`src/rtl/sem_pkg.sv`:
```
// sem_pkg: shared types and constants for the Sobel edge magnitude block.
// Holds the controller state enum, the command struct and the datapath constants.
// No dependencies.
package sem_pkg;

  localparam int unsigned MAX_WIDTH_DEF  = 2048;
  localparam int unsigned MAX_HEIGHT_DEF = 4096;

  localparam int unsigned COL_W  = 11;
  localparam int unsigned ROW_W  = 12;
  localparam int unsigned WCFG_W = 12;
  localparam int unsigned HCFG_W = 13;
  localparam int unsigned CFG_W  = 13;

  // configuration register indexes
  localparam logic REG_WIDTH  = 1'b0;
  localparam logic REG_HEIGHT = 1'b1;

  // luma coefficients, 16-bit fixed point
  localparam logic [15:0] COEF_B = 16'd7471;
  localparam logic [15:0] COEF_G = 16'd38470;
  localparam logic [15:0] COEF_R = 16'd19595;
  localparam logic [24:0] LUMA_RND = 25'd32768;

  // root: sum of squares stays below 2^22, so 11 digit steps
  localparam int unsigned SQ_W       = 22;
  localparam int unsigned ROOT_STEPS = 11;
  localparam logic [SQ_W-1:0] ROOT_BIT0 = 22'h100000;

  // emit slots
  localparam logic [1:0] SLOT_MAIN  = 2'd0;
  localparam logic [1:0] SLOT_RIGHT = 2'd1;
  localparam logic [1:0] SLOT_BOT   = 2'd2;
  localparam logic [1:0] SLOT_LAST  = 2'd3;

  typedef enum logic [2:0] {
    ST_IDLE,
    ST_LUMA,
    ST_GRAD,
    ST_SQX,
    ST_SQY,
    ST_ROOT,
    ST_EMIT
  } sem_state_e;

  typedef struct packed {
    logic       capture;
    logic       do_luma;
    logic       do_grad;
    logic       do_sqx;
    logic       do_sqy;
    logic       root_step;
    logic [1:0] slot;
  } sem_cmd_t;

endpackage

```
`src/rtl/sem_ctrl.sv`:
```
// sem_ctrl: controller state machine for the Sobel edge magnitude block.
// Sequences capture, luma, gradient, square, root and emit steps.
// Depends on sem_pkg.
module sem_ctrl (
  input  logic              clk_i,
  input  logic              rst_ni,
  input  logic              in_valid_i,
  input  logic              out_ready_i,
  input  logic [3:0]        emit_flags_i,
  output logic              in_ready_o,
  output logic              out_valid_o,
  output sem_pkg::sem_cmd_t cmd_o
);

  sem_pkg::sem_state_e state_q, state_d;
  logic [3:0] iter_q, iter_d;
  logic [1:0] slot_q, slot_d;
  logic       slot_done;

  // a slot is finished when it emits nothing or its transfer completes
  assign slot_done = !emit_flags_i[slot_q] || out_ready_i;

  // next state
  always_comb begin
    state_d = state_q;
    unique case (state_q)
      sem_pkg::ST_IDLE: if (in_valid_i) state_d = sem_pkg::ST_LUMA;
      sem_pkg::ST_LUMA: state_d = sem_pkg::ST_GRAD;
      sem_pkg::ST_GRAD: state_d = sem_pkg::ST_SQX;
      sem_pkg::ST_SQX:  state_d = sem_pkg::ST_SQY;
      sem_pkg::ST_SQY:  state_d = sem_pkg::ST_ROOT;
      sem_pkg::ST_ROOT: begin
        if (iter_q == 4'(sem_pkg::ROOT_STEPS - 1)) state_d = sem_pkg::ST_EMIT;
      end
      sem_pkg::ST_EMIT: begin
        if (slot_done && slot_q == sem_pkg::SLOT_LAST) state_d = sem_pkg::ST_IDLE;
      end
      default: state_d = sem_pkg::ST_IDLE;
    endcase
  end

  // counters for root steps and emit slots
  always_comb begin
    iter_d = iter_q;
    slot_d = slot_q;
    if (state_q == sem_pkg::ST_SQY) iter_d = '0;
    else if (state_q == sem_pkg::ST_ROOT) iter_d = iter_q + 4'd1;
    if (state_q == sem_pkg::ST_ROOT) slot_d = sem_pkg::SLOT_MAIN;
    else if (state_q == sem_pkg::ST_EMIT && slot_done) slot_d = slot_q + 2'd1;
  end

  // outputs
  always_comb begin
    cmd_o       = '0;
    cmd_o.slot  = slot_q;
    in_ready_o  = 1'b0;
    out_valid_o = 1'b0;
    unique case (state_q)
      sem_pkg::ST_IDLE: begin
        in_ready_o    = 1'b1;
        cmd_o.capture = in_valid_i;
      end
      sem_pkg::ST_LUMA: cmd_o.do_luma   = 1'b1;
      sem_pkg::ST_GRAD: cmd_o.do_grad   = 1'b1;
      sem_pkg::ST_SQX:  cmd_o.do_sqx    = 1'b1;
      sem_pkg::ST_SQY:  cmd_o.do_sqy    = 1'b1;
      sem_pkg::ST_ROOT: cmd_o.root_step = 1'b1;
      sem_pkg::ST_EMIT: out_valid_o     = emit_flags_i[slot_q];
      default: ;
    endcase
  end

  always_ff @(posedge clk_i or negedge rst_ni) begin
    if (!rst_ni) begin
      state_q <= sem_pkg::ST_IDLE;
      iter_q  <= '0;
      slot_q  <= '0;
    end else begin
      state_q <= state_d;
      iter_q  <= iter_d;
      slot_q  <= slot_d;
    end
  end

  // checks
  a_no_overlap: assert property (@(posedge clk_i) disable iff (!rst_ni)
    in_ready_o |-> !out_valid_o) else $error("input taken while result pending");
  a_accept_start: assert property (@(posedge clk_i) disable iff (!rst_ni)
    (in_valid_i && in_ready_o) |=> state_q == sem_pkg::ST_LUMA)
    else $error("transfer did not start processing");
  a_root_bound: assert property (@(posedge clk_i) disable iff (!rst_ni)
    state_q == sem_pkg::ST_ROOT |-> iter_q < 4'(sem_pkg::ROOT_STEPS))
    else $error("root step count overrun");
  a_emit_end: assert property (@(posedge clk_i) disable iff (!rst_ni)
    (state_q == sem_pkg::ST_EMIT && slot_q == sem_pkg::SLOT_LAST && slot_done)
    |=> state_q == sem_pkg::ST_IDLE) else $error("emit did not finish");

endmodule

```
`config.mk`:
```
export PLATFORM = sky130hd
export DESIGN_NAME = sem_ctrl
export DESIGN_NICKNAME = d
export VERILOG_FILES = /design/src/rtl/sem_pkg.sv /design/src/rtl/sem_ctrl.sv
export SDC_FILE = /design/constraint.sdc
export NUM_CORES = 1
export LEC_CHECK = 0
export BUFFER_PORTS_ARGS = -buffer_cell sky130_fd_sc_hd__clkbuf_2
export CAP_MARGIN = 20
export CELL_PAD_IN_SITES_DETAIL_PLACEMENT = 1
export CELL_PAD_IN_SITES_GLOBAL_PLACEMENT = 2
export CORE_MARGIN = 2
export CORE_UTILIZATION = 32
export DETAILED_ROUTE_END_ITERATION = 7
export HOLD_SLACK_MARGIN = 0.1
export PLACE_DENSITY = 0.9
export RECOVER_POWER = 50
export SYNTH_ARGS = -nofsm -noshare
export SYNTH_HDL_FRONTEND = slang
export SYNTH_SLANG_ARGS = --single-unit
```
`constraint.sdc`:
```
create_clock -name clk_i -period 3.4 [get_ports clk_i]
set_input_delay 0.68 -clock clk_i [delete_from_list [all_inputs] [get_ports clk_i]]
set_output_delay 0.68 -clock clk_i [all_outputs]
set_load 0.05 [all_outputs]
```
==> flow_summary.json <==
{
  "synthTopCellsByCount": "dfrtp_1 (9), inv_1 (5), nand2_1 (5)",
  "cts_setup_buffers": 0,
  "timing.critical_path.slowest_cell_delay_ps": 510,
  "critPathCaptureType": "primary output",
  "cpMaxStageDelayCell": "dfrtp_1",
  "drt_iter0_markers": 8,
  "ys.flop_type": "dfrtp_1",
  "finalSetupTns_ps": 0,
  "cts-root-buf": "clkbuf_4",
  "fin_crit_ps": 2470,
  "antenna_cells": 0,
  "ys_seq_elements": 9,
  "required_ps": 2720,
  "r2r_cells": 3,
  "avgSynthCellArea_sq_um": 9.36,
  "hp-class": "in -> async",
  "yosysSeqAreaShare_pct": 33.9,
  "grt_max_degree": 16,
  "top_usage_layer": "met2",
  "io_pins": 18,
  "ir_worst_vdd_v": 0.000436,
  "ys_types": 34,
  "cts_buffers": 3,
  "drive_gt1_share_pct": 28.4,
  "async_flop_share_pct": 100,
  "cts_resized": 0,
  "cts_tree": "done",
  "synth_top_area_cell": "dfrtp_1",
  "first_pass_iters": 4,
  "vias": 600,
  "grt_antenna_before_repair": 0,
  "worstPathCellList": "inv_1, nand2_1, a2111oi_2, clkbuf_2",
  "antenna_left": 0,
  "viasPerCell": 5.22,
  "whs_ps": 373,
  "rsz0062_at_grt": "no",
  "track_usage_pct": 14.6,
  "post-route-period-util_pct": 72.6,
  "critical_path_class": "reg -> out",
  "worst_slack_ps": 933,
  "use_met3_pct": 3.64,
  "num_rows": 16,
  "post_drt_wl_per_cell_um": 13.7,
  "fmax_mhz": 405,
  "gr-total-overflow": 0,
  "worstPathArrival_ps": 1790,
  "hold_violations": 0,
  "yosysWarnings": 0,
  "syn_nets": 82,
  "outcome": "completed",
  "p_leak_uw": 0.000377,
  "pre_cts_ws_ps": 1080,
  "grt_use_met2_pct": 25.3,
  "yosysMostFrequentCell": "dfrtp_1",
  "cts_sinks": 9,
  "drc_errors": 0,
  "h-tree-depth": 1,
  "fin_area_sq_um": 788,
  "power_density_nw_per_um2": 984,
  "die_height_um": 49.6,
  "clk_latency_ps": 260,
  "wl_um": 1580,
  "cts_hold_repair.buffers": 0,
  "synth_top_cell_area_share_pct": 33.9,
  "die_w_um": 49.6,
  "setup_viol": 0,
  "synth_edf_count": 0,
  "fin_skew_ps": 3.94,
  "maxCapViolCount": 0,
  "slew_viol_final": 0,
  "slew-limit-headroom_pct": 63.3,
  "met1_usage_pct": 18.8,
  "portBuffers": 17,
  "place_hpwl_um": 1190,
  "synth_area_sq_um": 664,
  "place.gp.congestion": 0.722,
  "coreArea_sq_um": 1960,
  "grt_first_pass_wirelength_um": 2780,
  "grt_pass1_vias": 606,
  "crit_cells": 4,
  "fin_nets": 100,
  "placed_cell_area_sq_um": 763,
  "dieArea_sq_um": 2460,
  "netlist_instances": 71,
  "initial_core_util_pct": 33.9,
  "synth_area_leaders": "dfrtp_1 (34%), ha_1 (5.6%), mux2i_1 (4.5%), mux2_4 (4.5%), buf_2 (3.0%)",
  "clk_pin_slew_worst_paths_ps": 70,
  "synthToLayoutAreaGrowth_pct": 18.6,
  "cp-start-kind": "register",
  "cts_buffer_depth": 2,
  "cp_num_buf_inv": 2,
  "tightest_slew_ps": 550,
  "path_max_fanout": 11,
  "crit_family": "buffers and inverters"
}
[state kept, by name, indices dropped and copies added, names as in the netlist]
| register | flops |
|---|---|
| slot_q | 2 |
| state_q | 3 |
| iter_q | 4 |
[kinds of logic (layout without fill, tap and decap cells)]
kind of cell	count (synthesis)	after routing	synth area share, %
simple gates	24	24	20.0
compound gates	19	19	22.6
flops	9	9	33.9
buf+inv	9	26	5.84
mux	6	6	10.7
fa+ha+maj	3	3	5.65
xor+xnor	1	1	1.32
[worst paths after layout]
| kind | to | start | slack, ps |
|---|---|---|---|
| min in group clk_i | iter_q[3] | iter_q[3] | 540 |
| worst min register to register | iter_q[3] | iter_q[3] | 540 |
| max in group asynchronous | iter_q[1] | rst_ni | 2660 |
| worst max register to register | state_q[1] | slot_q[1] | 1890 |
| worst min-delay path | slot_q[1] | rst_ni | 370 |
| worst max-delay path | out_valid_o | state_q[0] | 930 |
[where the power goes]
part | leakage [uW] | internal (uW) | switching, uW
logic | 0.000249 | 152 | 280
clock network | 0.0000150 | 45.3 | 40.6
registers | 0.000113 | 154 | 103
[metrics by stage]
stage	cells	util, %	power [uW]
2_1_floorplan	71	-	604
3_3_place_gp	111	38.9	682
3_5_place_dp	111	38.9	696
4_1_cts	115	40.2	784
5_1_grt	115	40.2	845
6_report	115	40.2	775
[cell type report]
type | count | area [sq um]
well taps | 27 | 33.8
repair buffers | 17 | 83.8
clock buffers | 4 | 26.3
fillers | 257 | 1170
inverters | 5 | 18.8
multi-input cells | 53 | 400
flip-flops and latches | 9 | 225
[cells in the final DEF (no fill, tap or decap), types with 2 or more instances in the layout]
cell,count
clkbuf_2,16
dfrtp_1,9
inv_1,5
nand2_1,5
nor2_1,4
o21ai_0,4
nor3_1,3
mux2i_1,3
ha_1,3
clkbuf_4,3
nor2b_1,2
mux2_4,2
o31ai_1,2
a21oi_1,2
and3b_1,2
clkbuf_1,2
[routing by layer]
layer / wire length, um / up-vias
li1: - / 293
met4: 0 / 0
met2: 766 / 22
met5: 0 / -
met1: 710 / 285
met3: 99 / 0
Power figures use the tool's default switching activity.
